===== src/sv/char_lcd_shadow_buffer_top_macros.svh =====
// ----------------------------------------------------------------------------
// char_lcd_shadow_buffer_top_macros
// Assertion macros for the display shadow buffer. They are empty in synthesis.
// ----------------------------------------------------------------------------
`ifndef CHAR_LCD_SHADOW_BUFFER_TOP_MACROS_SVH
`define CHAR_LCD_SHADOW_BUFFER_TOP_MACROS_SVH

`ifndef SYNTHESIS
// Same-cycle implication, sampled on i_clk, off while i_rst_n is low.
`define CSB_ASSERT_IMP(lbl, ante, cons) \
    lbl: assert property (@(posedge i_clk) disable iff (!i_rst_n) (ante) |-> (cons)) \
        else $error("shadow buffer assertion failed");
// Next-cycle implication.
`define CSB_ASSERT_NXT(lbl, ante, cons) \
    lbl: assert property (@(posedge i_clk) disable iff (!i_rst_n) (ante) |=> (cons)) \
        else $error("shadow buffer assertion failed");
`else
`define CSB_ASSERT_IMP(lbl, ante, cons)
`define CSB_ASSERT_NXT(lbl, ante, cons)
`endif

`endif


===== src/sv/csb_pkg.sv =====
// ----------------------------------------------------------------------------
// csb_pkg
// Sizes, codes and the cell address function of the display shadow buffer.
// ----------------------------------------------------------------------------
package csb_pkg;

    localparam int COLUMNS = 16;
    localparam int CELLS   = 32;
    localparam int AW      = $clog2(CELLS);
    localparam int CW      = $clog2(CELLS + 1);
    // first cell of line two, clipped to the buffer size
    localparam int LINE2_START = (COLUMNS < CELLS) ? COLUMNS : CELLS;

    localparam logic [7:0] RESET_CODE     = 8'hA0;
    localparam logic [7:0] LINE1_BASE_RST = 8'h80;
    localparam logic [7:0] LINE2_BASE_RST = 8'hA0;
    localparam logic [7:0] BLANK_RST      = 8'hA0;
    localparam logic [7:0] NEWLINE_RST    = 8'h8A;

    typedef logic [2:0] t_kind;
    typedef logic [1:0] t_cfg_idx;

    localparam t_kind KIND_WRITE  = 3'd0;
    localparam t_kind KIND_CURSOR = 3'd1;
    localparam t_kind KIND_PUT    = 3'd2;
    localparam t_kind KIND_CLEAR  = 3'd3;
    localparam t_kind KIND_UPDATE = 3'd4;
    localparam t_kind KIND_FLUSH  = 3'd5;

    localparam t_cfg_idx CFG_LINE1_BASE   = 2'd0;
    localparam t_cfg_idx CFG_LINE2_BASE   = 2'd1;
    localparam t_cfg_idx CFG_BLANK_CODE   = 2'd2;
    localparam t_cfg_idx CFG_NEWLINE_CODE = 2'd3;

    function automatic logic [7:0] cell_address(
        input logic [AW-1:0] i,
        input logic [7:0]    b1,
        input logic [7:0]    b2
    );
        logic [7:0] i8;
        i8 = 8'(i);
        if (int'(i) < COLUMNS) begin
            return 8'(b1 + i8);
        end
        return 8'(b2 + i8 - 8'(COLUMNS));
    endfunction

endpackage


===== src/sv/csb_ram.sv =====
// ----------------------------------------------------------------------------
// csb_ram
// Generic single-write, single-read RAM with a registered read port.
// ----------------------------------------------------------------------------
module csb_ram #(
    parameter int WIDTH = 8,
    parameter int DEPTH = 32
) (
    input  logic                     i_clk,
    input  logic                     i_we,
    input  logic [$clog2(DEPTH)-1:0] i_waddr,
    input  logic [WIDTH-1:0]         i_wdata,
    input  logic                     i_re,
    input  logic [$clog2(DEPTH)-1:0] i_raddr,
    output logic [WIDTH-1:0]         o_rdata
);

    logic [WIDTH-1:0] r_mem [DEPTH];
    logic [WIDTH-1:0] r_rdata;

    always_ff @(posedge i_clk) begin
        if (i_we) begin
            r_mem[i_waddr] <= i_wdata;
        end
        if (i_re) begin
            r_rdata <= r_mem[i_raddr];
        end
    end

    assign o_rdata = r_rdata;

endmodule


===== src/sv/char_lcd_shadow_buffer_top.sv =====
// ----------------------------------------------------------------------------
// char_lcd_shadow_buffer_top
// Shadow buffer for a two-line character display: pending and shown copies in
// two RAMs, a write cursor, and a scanner that sends changed or all cells.
// ----------------------------------------------------------------------------
//  channel  | handshake                 | payload
//  ---------+---------------------------+-----------------------------------
//  command  | start / busy              | i_kind i_index i_data
//           |                           | i_clear_skipped i_raw
//  result   | o_valid, one cycle        | o_lcd_address o_lcd_data o_last
//  config   | i_cfg_valid / o_cfg_ready | i_cfg_index i_cfg_data
//
//  Write cell, set cursor and put char leave busy low. Clear holds busy
//  while it blanks all cells, and a newline that blanks line one while it
//  blanks each skipped cell, one RAM write per cycle. Update and flush hold
//  busy for one read of each RAM per cell, the compare lag and the drain
//  of the final pair, which leaves the cycle after busy falls.
//  Reset is synchronous; per-cell valid bits make the RAMs read as the reset
//  code after reset, with no clearing pass. Results cannot be stalled.
// ----------------------------------------------------------------------------
`include "char_lcd_shadow_buffer_top_macros.svh"

module char_lcd_shadow_buffer_top (
    input  logic              i_clk,
    input  logic              i_rst_n,
    input  logic              start,
    output logic              busy,
    input  csb_pkg::t_kind    i_kind,
    input  logic [7:0]        i_index,
    input  logic [7:0]        i_data,
    input  logic              i_clear_skipped,
    input  logic              i_raw,
    output logic              o_valid,
    output logic [7:0]        o_lcd_address,
    output logic [7:0]        o_lcd_data,
    output logic              o_last,
    input  logic              i_cfg_valid,
    output logic              o_cfg_ready,
    input  csb_pkg::t_cfg_idx i_cfg_index,
    input  logic [7:0]        i_cfg_data
);
    import csb_pkg::*;

    localparam logic [1:0] ST_IDLE  = 2'd0;
    localparam logic [1:0] ST_SWEEP = 2'd1;
    localparam logic [1:0] ST_SCAN  = 2'd2;
    localparam logic [1:0] ST_DRAIN = 2'd3;

    logic [1:0]       r_state, n_state;
    logic [CW-1:0]    r_idx, n_idx;
    logic [CW-1:0]    r_end, n_end;
    logic             r_all, n_all;
    logic [CW-1:0]    r_cursor, n_cursor;
    logic             r_rd_vld, n_rd_vld;
    logic [AW-1:0]    r_rd_idx, n_rd_idx;
    logic             r_pv_q, r_sv_q;
    logic             r_hold_vld, n_hold_vld;
    logic [7:0]       r_hold_addr, n_hold_addr;
    logic [7:0]       r_hold_data, n_hold_data;
    logic             r_out_vld, n_out_vld;
    logic [7:0]       r_out_addr, n_out_addr;
    logic [7:0]       r_out_data, n_out_data;
    logic             r_out_last, n_out_last;
    logic [CELLS-1:0] r_pvalid, n_pvalid;
    logic [CELLS-1:0] r_svalid, n_svalid;
    logic [7:0]       r_line1_base, r_line2_base, r_blank_code, r_newline_code;

    logic             pend_we, pend_re, shown_we, shown_re;
    logic [AW-1:0]    pend_waddr, shown_waddr;
    logic [7:0]       pend_wdata, shown_wdata, pend_rdata, shown_rdata;
    logic [7:0]       p_eff, s_eff;
    logic             accept, newline, send, scan_cmd;

    csb_ram #(.WIDTH(8), .DEPTH(CELLS)) u_pending (
        .i_clk   (i_clk),
        .i_we    (pend_we),
        .i_waddr (pend_waddr),
        .i_wdata (pend_wdata),
        .i_re    (pend_re),
        .i_raddr (r_idx[AW-1:0]),
        .o_rdata (pend_rdata)
    );

    csb_ram #(.WIDTH(8), .DEPTH(CELLS)) u_shown (
        .i_clk   (i_clk),
        .i_we    (shown_we),
        .i_waddr (shown_waddr),
        .i_wdata (shown_wdata),
        .i_re    (shown_re),
        .i_raddr (r_idx[AW-1:0]),
        .o_rdata (shown_rdata)
    );

    assign busy        = (r_state != ST_IDLE);
    assign accept      = start && !busy;
    assign scan_cmd    = accept && (i_kind == KIND_UPDATE || i_kind == KIND_FLUSH);
    assign o_cfg_ready = 1'b1;
    assign newline     = !i_raw && (i_data == r_newline_code) && (int'(r_cursor) < COLUMNS);

    // never-written cells read as the reset code
    assign p_eff = r_pv_q ? pend_rdata : RESET_CODE;
    assign s_eff = r_sv_q ? shown_rdata : RESET_CODE;
    assign send  = r_rd_vld && (r_all || (p_eff != s_eff));

    always_comb begin
        n_state     = r_state;
        n_idx       = r_idx;
        n_end       = r_end;
        n_all       = r_all;
        n_cursor    = r_cursor;
        n_rd_vld    = 1'b0;
        n_rd_idx    = r_idx[AW-1:0];
        n_hold_vld  = r_hold_vld;
        n_hold_addr = r_hold_addr;
        n_hold_data = r_hold_data;
        n_out_vld   = 1'b0;
        n_out_addr  = r_hold_addr;
        n_out_data  = r_hold_data;
        n_out_last  = 1'b0;
        n_pvalid    = r_pvalid;
        n_svalid    = r_svalid;
        pend_we     = 1'b0;
        pend_waddr  = r_idx[AW-1:0];
        pend_wdata  = r_blank_code;
        pend_re     = 1'b0;
        shown_re    = 1'b0;
        shown_we    = 1'b0;
        shown_waddr = r_rd_idx;
        shown_wdata = p_eff;

        unique case (r_state)
            ST_IDLE: begin
                if (accept) begin
                    unique case (i_kind)
                        KIND_WRITE: begin
                            if (int'(i_index) < CELLS) begin
                                pend_we    = 1'b1;
                                pend_waddr = i_index[AW-1:0];
                                pend_wdata = i_data;
                            end
                        end
                        KIND_CURSOR: begin
                            if (int'(i_index) < CELLS) begin
                                n_cursor = i_index[CW-1:0];
                            end
                        end
                        KIND_PUT: begin
                            if (newline) begin
                                n_cursor = CW'(LINE2_START);
                                if (i_clear_skipped && (int'(r_cursor) < LINE2_START)) begin
                                    n_idx   = r_cursor;
                                    n_end   = CW'(LINE2_START);
                                    n_state = ST_SWEEP;
                                end
                            end else if (int'(r_cursor) < CELLS) begin
                                pend_we    = 1'b1;
                                pend_waddr = r_cursor[AW-1:0];
                                pend_wdata = i_data;
                                n_cursor   = CW'(r_cursor + 1'b1);
                            end
                        end
                        KIND_CLEAR: begin
                            n_idx   = '0;
                            n_end   = CW'(CELLS);
                            n_state = ST_SWEEP;
                        end
                        KIND_UPDATE, KIND_FLUSH: begin
                            n_idx      = '0;
                            n_all      = (i_kind == KIND_FLUSH);
                            n_hold_vld = 1'b0;
                            n_state    = ST_SCAN;
                        end
                        default: begin
                        end
                    endcase
                end
            end
            ST_SWEEP: begin
                pend_we = 1'b1;
                n_idx   = CW'(r_idx + 1'b1);
                if (CW'(r_idx + 1'b1) == r_end) begin
                    n_state = ST_IDLE;
                end
            end
            ST_SCAN: begin
                if (int'(r_idx) < CELLS) begin
                    pend_re  = 1'b1;
                    shown_re = 1'b1;
                    n_rd_vld = 1'b1;
                    n_rd_idx = r_idx[AW-1:0];
                    n_idx    = CW'(r_idx + 1'b1);
                end
                // a pair is held back one hit so the final one can carry last
                if (send) begin
                    shown_we              = 1'b1;
                    n_svalid[r_rd_idx]    = 1'b1;
                    n_out_vld             = r_hold_vld;
                    n_hold_vld            = 1'b1;
                    n_hold_addr           = cell_address(r_rd_idx, r_line1_base, r_line2_base);
                    n_hold_data           = p_eff;
                end
                if (r_rd_vld && (r_rd_idx == AW'(CELLS - 1))) begin
                    n_state = ST_DRAIN;
                end
            end
            ST_DRAIN: begin
                n_out_vld  = r_hold_vld;
                n_out_last = 1'b1;
                n_hold_vld = 1'b0;
                n_state    = ST_IDLE;
            end
            default: begin
                n_state = ST_IDLE;
            end
        endcase

        if (pend_we) begin
            n_pvalid[pend_waddr] = 1'b1;
        end
    end

    always_ff @(posedge i_clk) begin
        if (!i_rst_n) begin
            r_state        <= ST_IDLE;
            r_idx          <= '0;
            r_all          <= 1'b0;
            r_cursor       <= '0;
            r_rd_vld       <= 1'b0;
            r_hold_vld     <= 1'b0;
            r_out_vld      <= 1'b0;
            r_pvalid       <= '0;
            r_svalid       <= '0;
            r_line1_base   <= LINE1_BASE_RST;
            r_line2_base   <= LINE2_BASE_RST;
            r_blank_code   <= BLANK_RST;
            r_newline_code <= NEWLINE_RST;
        end else begin
            r_state    <= n_state;
            r_idx      <= n_idx;
            r_all      <= n_all;
            r_cursor   <= n_cursor;
            r_rd_vld   <= n_rd_vld;
            r_hold_vld <= n_hold_vld;
            r_out_vld  <= n_out_vld;
            r_pvalid   <= n_pvalid;
            r_svalid   <= n_svalid;
            if (i_cfg_valid && o_cfg_ready) begin
                unique case (i_cfg_index)
                    CFG_LINE1_BASE:   r_line1_base   <= i_cfg_data;
                    CFG_LINE2_BASE:   r_line2_base   <= i_cfg_data;
                    CFG_BLANK_CODE:   r_blank_code   <= i_cfg_data;
                    CFG_NEWLINE_CODE: r_newline_code <= i_cfg_data;
                endcase
            end
        end
    end

    always_ff @(posedge i_clk) begin
        r_end       <= n_end;
        r_rd_idx    <= n_rd_idx;
        r_pv_q      <= r_pvalid[r_idx[AW-1:0]];
        r_sv_q      <= r_svalid[r_idx[AW-1:0]];
        r_hold_addr <= n_hold_addr;
        r_hold_data <= n_hold_data;
        r_out_addr  <= n_out_addr;
        r_out_data  <= n_out_data;
        r_out_last  <= n_out_last;
    end

    assign o_valid       = r_out_vld;
    assign o_lcd_address = r_out_addr;
    assign o_lcd_data    = r_out_data;
    assign o_last        = r_out_last;

    `CSB_ASSERT_IMP(a_cursor_range, 1'b1, int'(r_cursor) <= CELLS)
    `CSB_ASSERT_NXT(a_scan_start, scan_cmd, r_state == ST_SCAN)
    `CSB_ASSERT_IMP(a_shown_wr, shown_we, r_state == ST_SCAN && r_rd_vld)
    `CSB_ASSERT_IMP(a_mid_result, o_valid && !o_last, busy)
    `CSB_ASSERT_IMP(a_sweep_bound, r_state == ST_SWEEP, r_idx < r_end)

endmodule

===== config.mk =====
export PLATFORM = sky130hd
export DESIGN_NAME = char_lcd_shadow_buffer_top
export DESIGN_NICKNAME = d
export VERILOG_FILES = /design/src/sv/csb_pkg.sv /design/src/sv/csb_ram.sv /design/src/sv/char_lcd_shadow_buffer_top.sv
export VERILOG_INCLUDE_DIRS = /design/src /design/src/sv
export SDC_FILE = /design/constraint.sdc
export NUM_CORES = 1
export LEC_CHECK = 0
export BUFFER_PORTS_ARGS = -buffer_cell sky130_fd_sc_hd__buf_2
export CAP_MARGIN = 0
export CORE_MARGIN = 5
export CORE_UTILIZATION = 55
export CTS_CLUSTER_DIAMETER = 120
export DETAILED_ROUTE_END_ITERATION = 6
export PLACE_DENSITY = 0.69
export SYNTH_ARGS = -nofsm -noshare
export SYNTH_HDL_FRONTEND = slang
export SYNTH_HIERARCHICAL = 1
export SYNTH_SLANG_ARGS = --single-unit

===== constraint.sdc =====
create_clock -name i_clk -period 7.2 [get_ports i_clk]
set_input_delay 0.36 -clock i_clk [delete_from_list [all_inputs] [get_ports i_clk]]
set_output_delay 0.36 -clock i_clk [all_outputs]
set_load 0.02 [all_outputs]

==> flow_summary.yaml, run 1 <==
global_routing:
  number_of_global_route_vias_before_repair: 14894
  grt_overflow_total: 0
  grt_pass1_wl_mm: 93.5
  grt_util_all_layers: 0.227
  antenna_violations_before_repair: 0
  grt_start_max_net_pins: 83
synthesis:
  synth_top_family_by_area: "multiplexers"
  synth_edf_count: 546
  synth_simple_gate_area_share: 0.0585
  count_of_unique_library_cells_instantiated_by_yosys: 81
  syn_nets: 1653
  synth.avg_cell_area_um2: 17.3
  synth_sequential_area_ratio: 0.694
  async_flop_share: 0
  xor_and_xnor_area_share_after_synthesis: 0.00875
  synth_compound_area_frac: 0.0442
  post_synth_fa_ha_maj_area_fraction: 0.0119
  syn-instance-count: 1593
  synth-seq-cells: 684
  synthFlopType: "sky130_fd_sc_hd__edfxtp_1"
  synth_area_um2: 27600
  synth-warning-count: 6
  synth_mux_area_frac: 0.164
drt:
  dr.first_iter.drc_count: 1569
  routed-via-count: 14883
  finalWirelength_mm: 60.9
  vias_per_cell: 6.26
  wirelength_met1_mm: 25.7
  drt_first_pass_iters: 5
  detail-route-antenna-nets: 0
  highest_layer: "met4"
  met2RoutedLength_mm: 29.7
  drt_drc_violations_left: 0
  met3_wire_length_mm: 4.31
  routed_wire_length_per_instance_um: 25.6
critical_path:
  critPathKind: "flip-flop to flip-flop"
  critical_path_arrival_ns: 4.60
  worst_setup_ep_type: "flip-flop"
  required_ns: 7.41
  critPathMaxFanout: 12
  worstSetupStartpointType: "flip-flop"
pwr:
  leakage_power_nw: 9.87
  peakVddDrop_mv: 0.266
  powerDensity_nw_per_um2: 329
placed_design:
  detailedPlace.worstSlack_ns: 2.90
  detailedPlacementHpwl_mm: 37.9
  place.gp.congestion: 0.892
  placed_cell_area_um2: 28500
  placement.io_buffers: 53
finish:
  n_antenna_cell: 0
  area.growth.synth_to_final_pct: 11.1
  final_cell_mix: "546 x sky130_fd_sc_hd__edfxtp_1, 180 x sky130_fd_sc_hd__mux4_2, 134 x sky130_fd_sc_hd__dfxtp_1"
  layout.cell_area.non_filler_um2: 30700
  finish.net_count: 1717
  final_core_density: 0.615
  final_common_cell: "sky130_fd_sc_hd__edfxtp_1"
  post_route_cells_drive_above_1_share: 0.236
clock_network:
  cts_resized: 0
  maximum_level_of_the_cts_h_tree: 3
  cts_hold_buf: 0
  tritoncts_num_sinks: 684
  cts-root-to-sink-buffers: 3
  clkTransAtPathRegs_ns: 0.06
  cts_tree: "yes"
  cts.root.buffer_cell: "sky130_fd_sc_hd__clkbuf_16"
  numCtsBuffers: 69
  clk_latency_ns: 0.59
  cts_post_setup_buffers_inserted: 0
worst_hold_path:
  min_path_type: "primary input to flip-flop"
floorplanning:
  row_count: 82
  die_height_um: 234
  die-area_um2: 54800
  die-width_um: 234
  area_of_the_placeable_core_um2: 49900
  io-pin-count: 55
  initial_core_util: 0.554
timing:
  setup_viol_count_final: 0
  setup_total_negative_slack_ns: 0
  hold_slack_final_ns: 0.0570
  min_period_over_period: 0.609
  max_slew.worst_pin.slew_ns: 1.30
  timing.final.crit_period_ns: 4.38
  unrepaired_setup_endpoints_after_global_routing: "no"
  final-max-slew-violation-count: 0
  fmax_mhz: 228
  finalHoldViolations: 0
  skew_ns: 0.0190
  setup_ws_ns: 2.82
  timing.slew.headroom: 0.130
status:
  outcome: "finished, final reports clean"
flow_run:
  maxCapViolations: 0
## final timing paths
| check | slack (ns) | cells after the start | startpoint | to |
|---|---|---|---|---|
| max | 2.82 | 8 | r_cursor[5] | u_pending/r_mem[12][2] |
| min reg2reg | 0.34 | 0 | n_out_addr[3] | o_lcd_address[3] |
| min | 0.06 | 3 | i_cfg_data[1] | r_blank_code[1] |
| max reg2reg | 2.82 | 8 | r_cursor[5] | u_pending/r_mem[12][2] |
## per-stage QoR
stage | cells | power, mW
CTS | 2376 | 10.2
detailed placement | 2257 | 6.72
global placement | 2257 | 6.71
global route | 2377 | 10.5
finish | 2377 | 10.1
floorplan | 1593 | 6.15
## Yosys cell counts, drive strengths merged, types with 4 or more instances
cell type | number | area [um2]
edfxtp | 546 | 16400
xor2 | 6 | 52.6
nand4 | 4 | 25.0
xnor2 | 19 | 166
nor4 | 4 | 31.3
a21oi | 35 | 179
dfxtp | 138 | 2760
a31oi | 31 | 194
buf | 37 | 208
a21o | 4 | 30.0
o211ai | 5 | 37.5
ha | 23 | 288
nor2b | 5 | 31.3
mux4 | 180 | 4050
nand2b | 6 | 37.5
a211oi | 5 | 42.5
a221oi | 6 | 58.8
o21bai | 6 | 45.0
mux2 | 27 | 304
nor3b | 8 | 65.1
a22o | 16 | 140
nand2 | 94 | 353
nand3b | 14 | 105
nor3 | 15 | 101
nor2 | 129 | 484
mux2i | 18 | 180
clkbuf | 41 | 154
and3 | 6 | 37.5
nand3 | 20 | 100
or3b | 7 | 61.3
or3 | 8 | 65.1
and2 | 6 | 37.5
o31ai | 5 | 51.3
inv | 38 | 143
o21ai | 40 | 200
## layout make-up
type / count / area [um2]
fillers: 3608 / 19200
flip-flops and latches: 684 / 19200
multi-input cells: 793 / 7950
clock buffers: 83 / 1820
well taps: 672 / 841
repair buffers: 71 / 410
clock inverters: 36 / 347
inverters: 38 / 143
## per-layer routing
layer	vias up	track usage
met3	87	0.0460
li1	6449	-
met5	-	0
met4	0	0.0499
met2	606	0.366
met1	7741	0.326
## registers in the layout, summed over array words and instances (netlist names), 8 cells and up
name               cells
r_line2_base           8
u_pending/r_mem      256
r_pvalid              32
n_out_addr             8
u_pending/o_rdata      8
r_blank_code           8
r_line1_base           8
u_shown/r_mem        256
r_newline_code         8
r_svalid              32
u_shown/o_rdata        8
o_lcd_address          8
n_out_data             8
o_lcd_data             8
## worst max-delay path, stage by stage, from the launching register on
cell,delay (ns)
sky130_fd_sc_hd__dfxtp_1,0.41
sky130_fd_sc_hd__or2_1,0.30
sky130_fd_sc_hd__nor3_2,0.25
sky130_fd_sc_hd__a31oi_1,0.12
sky130_fd_sc_hd__o21ai_1,0.87
sky130_fd_sc_hd__nor2_1,0.36
sky130_fd_sc_hd__nor2_1,0.72
sky130_fd_sc_hd__nand3b_1,0.28
sky130_fd_sc_hd__nor2_1,0.68
## cells by family after synthesis
kind of cell               after synthesis
other                                    1
DFF                                    684
xor gates and xnor gates                26
AOI/OAI and AO/OA                      181
buffers and inverters                  116
and+or+nand+nor                        335
adders and majority gates               25
muxes                                  225
## power by group
group | leakage, nW | internal, mW | switching (mW)
clock | 1.06 | 2.05 | 1.42
combinational | 2.76 | 0.897 | 1.12
sequential | 6.05 | 4.47 | 0.149
Note: power is estimated with default switching activity, not from simulation.
==> run 2: changes to the inputs <==
ABC_AREA = 1   (was not set)
clock period = 4.6 ns   (was 7.2 ns; I/O delays follow)
==> run 2 against run 1 <==
Synthesized cell count grew 80%. Count of clock-buffer cells in the layout grew 8. First-iteration DRC count grew 55%. Clock power grew 64%. Non-clock buffer count grew 27. Maximum frequency grew 23%. Utilization shrank 0.45 points. Combinational power grew to 2.8 times the previous value. Wire length grew 19%. Via count grew 41%.
==> flow_summary.yaml, run 2 <==
global_routing:
  grt_overflow_total: 0
  antenna_violations_before_repair: 1
  grt_start_max_net_pins: 129
  number_of_global_route_vias_before_repair: 20434
  grt_util_all_layers: 0.249
  grt_pass1_wl_mm: 113
clock_network:
  clk_latency_ns: 0.61
  maximum_level_of_the_cts_h_tree: 3
  tritoncts_num_sinks: 684
  cts.root.buffer_cell: "sky130_fd_sc_hd__clkbuf_16"
  cts-root-to-sink-buffers: 3
  numCtsBuffers: 71
  cts_resized: 0
  cts_tree: "yes"
  clkTransAtPathRegs_ns: 0.06
synthesis:
  synth_edf_count: 546
  syn-instance-count: 2867
  netlist_top_cells_count: "878 x sky130_fd_sc_hd__nand2_1, 546 x sky130_fd_sc_hd__edfxtp_1, 477 x sky130_fd_sc_hd__nand3_1"
  syn_nets: 2927
  async_flop_share: 0
  synth-seq-cells: 684
  synth_sequential_area_ratio: 0.651
  yosys.area.top_type: "sky130_fd_sc_hd__edfxtp_1"
  netlist.area_leader.share: 0.558
  synth_area_um2: 29400
  synth.avg_cell_area_um2: 10.3
  count_of_unique_library_cells_instantiated_by_yosys: 54
  synth.top_cells.by_area: "sky130_fd_sc_hd__edfxtp_1 56%, sky130_fd_sc_hd__nand2_1 11%, sky130_fd_sc_hd__dfxtp_1 9.4%"
  synthMostInstantiatedCell: "sky130_fd_sc_hd__nand2_1"
  synth-warning-count: 6
  synthFlopType: "sky130_fd_sc_hd__edfxtp_1"
critical_path:
  worstPathCellList: "inv_1, ha_1, nand2_1, inv_1, nand2_1, inv_1, nand2_1, nand2_8, nand3_1, nor2_1"
  cp_top_family: "simple AND/OR/NAND/NOR gates"
  critical_path_arrival_ns: 3.77
  cpMaxStageDelayCell: "sky130_fd_sc_hd__nor2_1"
  buf_inv_on_cp: 3
  critPathKind: "flip-flop to flip-flop"
  required_ns: 4.81
  rrSetupSlack_ns: 1.05
  cp_slowest_stage_delay_ns: 0.73
  worst_setup_ep_type: "flip-flop"
  critical_path.reg2reg.startpoint: "r_state[1]"
  critPathMaxFanout: 12
  reg2reg_depth: 10
  r2r_end: "u_pending/r_mem[5][2]"
  worstSetupStartpointType: "flip-flop"
timing:
  setup_viol_count_final: 0
  skew_ns: 0.0336
  fmax_mhz: 282
  finalHoldViolations: 0
  timing.slew.headroom: 0.155
  final-max-slew-violation-count: 0
  unrepaired_setup_endpoints_after_global_routing: "no"
  setup_total_negative_slack_ns: 0
  min_period_over_period: 0.772
  setup_ws_ns: 1.05
  max_slew.worst_pin.slew_ns: 1.27
  timing.final.crit_period_ns: 3.55
drt:
  vias_per_cell: 5.79
  detail-route-antenna-nets: 0
  drt_drc_violations_left: 0
  dr.first_iter.drc_count: 2438
  routed_wire_length_per_instance_um: 20.0
  drt_first_pass_iters: 6
  routed-via-count: 21041
  finalWirelength_mm: 72.7
worst_hold_path:
  worst_hold_path.num_cells: 3
  holdPathEnd: "r_cursor[1]"
  min_from: "i_index[1]"
  min_path_type: "primary input to flip-flop"
placed_design:
  detailedPlace.worstSlack_ns: 1.05
  placed_cell_area_um2: 29800
  placement.io_buffers: 53
  placed_cells: 3496
  detailedPlacementHpwl_mm: 44.8
  place.gp.congestion: 0.923
pwr:
  power.internal_mw: 12.0
  powerDensity_nw_per_um2: 582
  leakage_power_nw: 12.0
  power_frac_clock: 0.302
  pwr-share-comb: 0.301
  power.net_switching_mw: 6.80
  peakVddDrop_mv: 0.478
  power.share.switching: 0.363
  power.sequential.fraction: 0.398
finish:
  area.growth.synth_to_final_pct: 9.60
  final-seq-area_um2: 19200
  final_common_cell: "sky130_fd_sc_hd__nand2_1"
  final_cell_mix: "878 x sky130_fd_sc_hd__nand2_1, 546 x sky130_fd_sc_hd__edfxtp_1, 477 x sky130_fd_sc_hd__nand3_1"
  n_antenna_cell: 0
  post_route_cells_drive_above_1_share: 0.0817
  stdcell_count: 3637
  multiInputGateArea_um2: 8560
  finish.net_count: 2954
  layout.cell_area.non_filler_um2: 32200
  filler_cell_count: 4253
  top_regs: "u_pending/r_mem x256, u_shown/r_mem x256"
floorplanning:
  die-area_um2: 58200
  die_height_um: 241
  io-pin-count: 55
  initial_core_util: 0.557
  die-width_um: 241
  area_of_the_placeable_core_um2: 52800
  row_count: 84
flow_run:
  maxCapViolations: 0
status:
  outcome: "finished, final reports clean"
[run 2: cell count changes after synthesis, moves of 16 or more]
cell,before,now
sky130_fd_sc_hd__mux4_2,180,0
sky130_fd_sc_hd__nand2_1,94,878
sky130_fd_sc_hd__mux2i_1,18,0
sky130_fd_sc_hd__buf_6,2,50
sky130_fd_sc_hd__a22o_1,16,0
sky130_fd_sc_hd__buf_2,4,35
sky130_fd_sc_hd__nand3_1,20,477
sky130_fd_sc_hd__inv_1,36,173
sky130_fd_sc_hd__a31oi_1,31,1
sky130_fd_sc_hd__mux2_2,27,1
sky130_fd_sc_hd__o21ai_0,31,91
sky130_fd_sc_hd__a21oi_1,34,135
[run 2: worst register-to-register path, stage by stage (launching register included)]
cell                      delay [ns]
sky130_fd_sc_hd__dfxtp_1        0.33
sky130_fd_sc_hd__inv_1          0.13
sky130_fd_sc_hd__ha_1           0.19
sky130_fd_sc_hd__nand2_1        0.13
sky130_fd_sc_hd__inv_1          0.40
sky130_fd_sc_hd__nand2_1        0.14
sky130_fd_sc_hd__inv_1          0.29
sky130_fd_sc_hd__nand2_1        0.20
sky130_fd_sc_hd__nand2_8        0.15
sky130_fd_sc_hd__nand3_1        0.49
sky130_fd_sc_hd__nor2_1         0.73
[run 2: logic make-up after synthesis]
group	count (synthesis)	synth area share
AND/OR/NAND/NOR	1543	0.224
flip-flops	684	0.651
buffers and inverters	331	0.0590
AO/OA/AOI/OAI	266	0.0492
adder cells (fa/ha/maj)	25	0.0111
XOR/XNOR	16	0.00476
other	1	0.000128
multiplexers	1	0.000383
[run 2: area by class of cell]
cell class,count,area share
flip-flops and latches,684,0.595
multi-input cells,1852,0.265
clock buffers,91,0.0587
well taps,688,0.0267
inverters,187,0.0220
repair buffers,98,0.0197
clock inverters,37,0.0127
[run 2: timing repair]
item,4_1_cts,5_1_grt
setup buffers,0,0
hold buffers,13,0
endpoints found under the hold margin,24,0
[run 2: worst max path at each step]
| stage | slack, ns | start | to | cells past startpoint |
|---|---|---|---|---|
| after floorplan | 1.64 | r_cursor[4] | u_pending/r_mem[0][2] | 11 |
| after global placement | 1.17 | r_state[0] | u_pending/r_mem[21][2] | 10 |
| after detailed placement | 1.05 | r_state[1] | u_pending/r_mem[21][7] | 10 |
| after CTS | 1.06 | r_state[1] | u_pending/r_mem[21][7] | 10 |
| after global routing | 0.76 | r_state[0] | u_pending/r_mem[25][7] | 10 |
| final | 1.05 | r_state[1] | u_pending/r_mem[5][2] | 10 |
[run 2: metrics by stage]
step                 util  total power [mW]  hold WS [ns]
detailed placement  0.565              13.1         0.327
global placement    0.565              13.0         0.326
floorplan               -              11.6         0.323
global route        0.611              19.7        0.0419
finish              0.611              18.8        0.0276
CTS                 0.611              18.7       0.00715
[run 2: per-layer routing]
layer / global-route usage / vias to the layer above / share of wire
met5: 0 / - / 0.00018
met4: 0.0833 / 2 / 0.031
met3: 0.0551 / 158 / 0.090
met2: 0.396 / 1014 / 0.46
met1: 0.345 / 10046 / 0.41
li1: - / 9821 / -
[run 2: power by group through the flow]
stage / combinational, mW / sequential (mW) / clock, mW
after CTS: 5.55 / 7.45 / 5.74
after floorplan: 4.18 / 7.44 / 0
after global routing: 6.20 / 7.48 / 6.03
after global placement: 5.41 / 7.57 / 0
final: 5.64 / 7.46 / 5.67
after detailed placement: 5.51 / 7.58 / 0
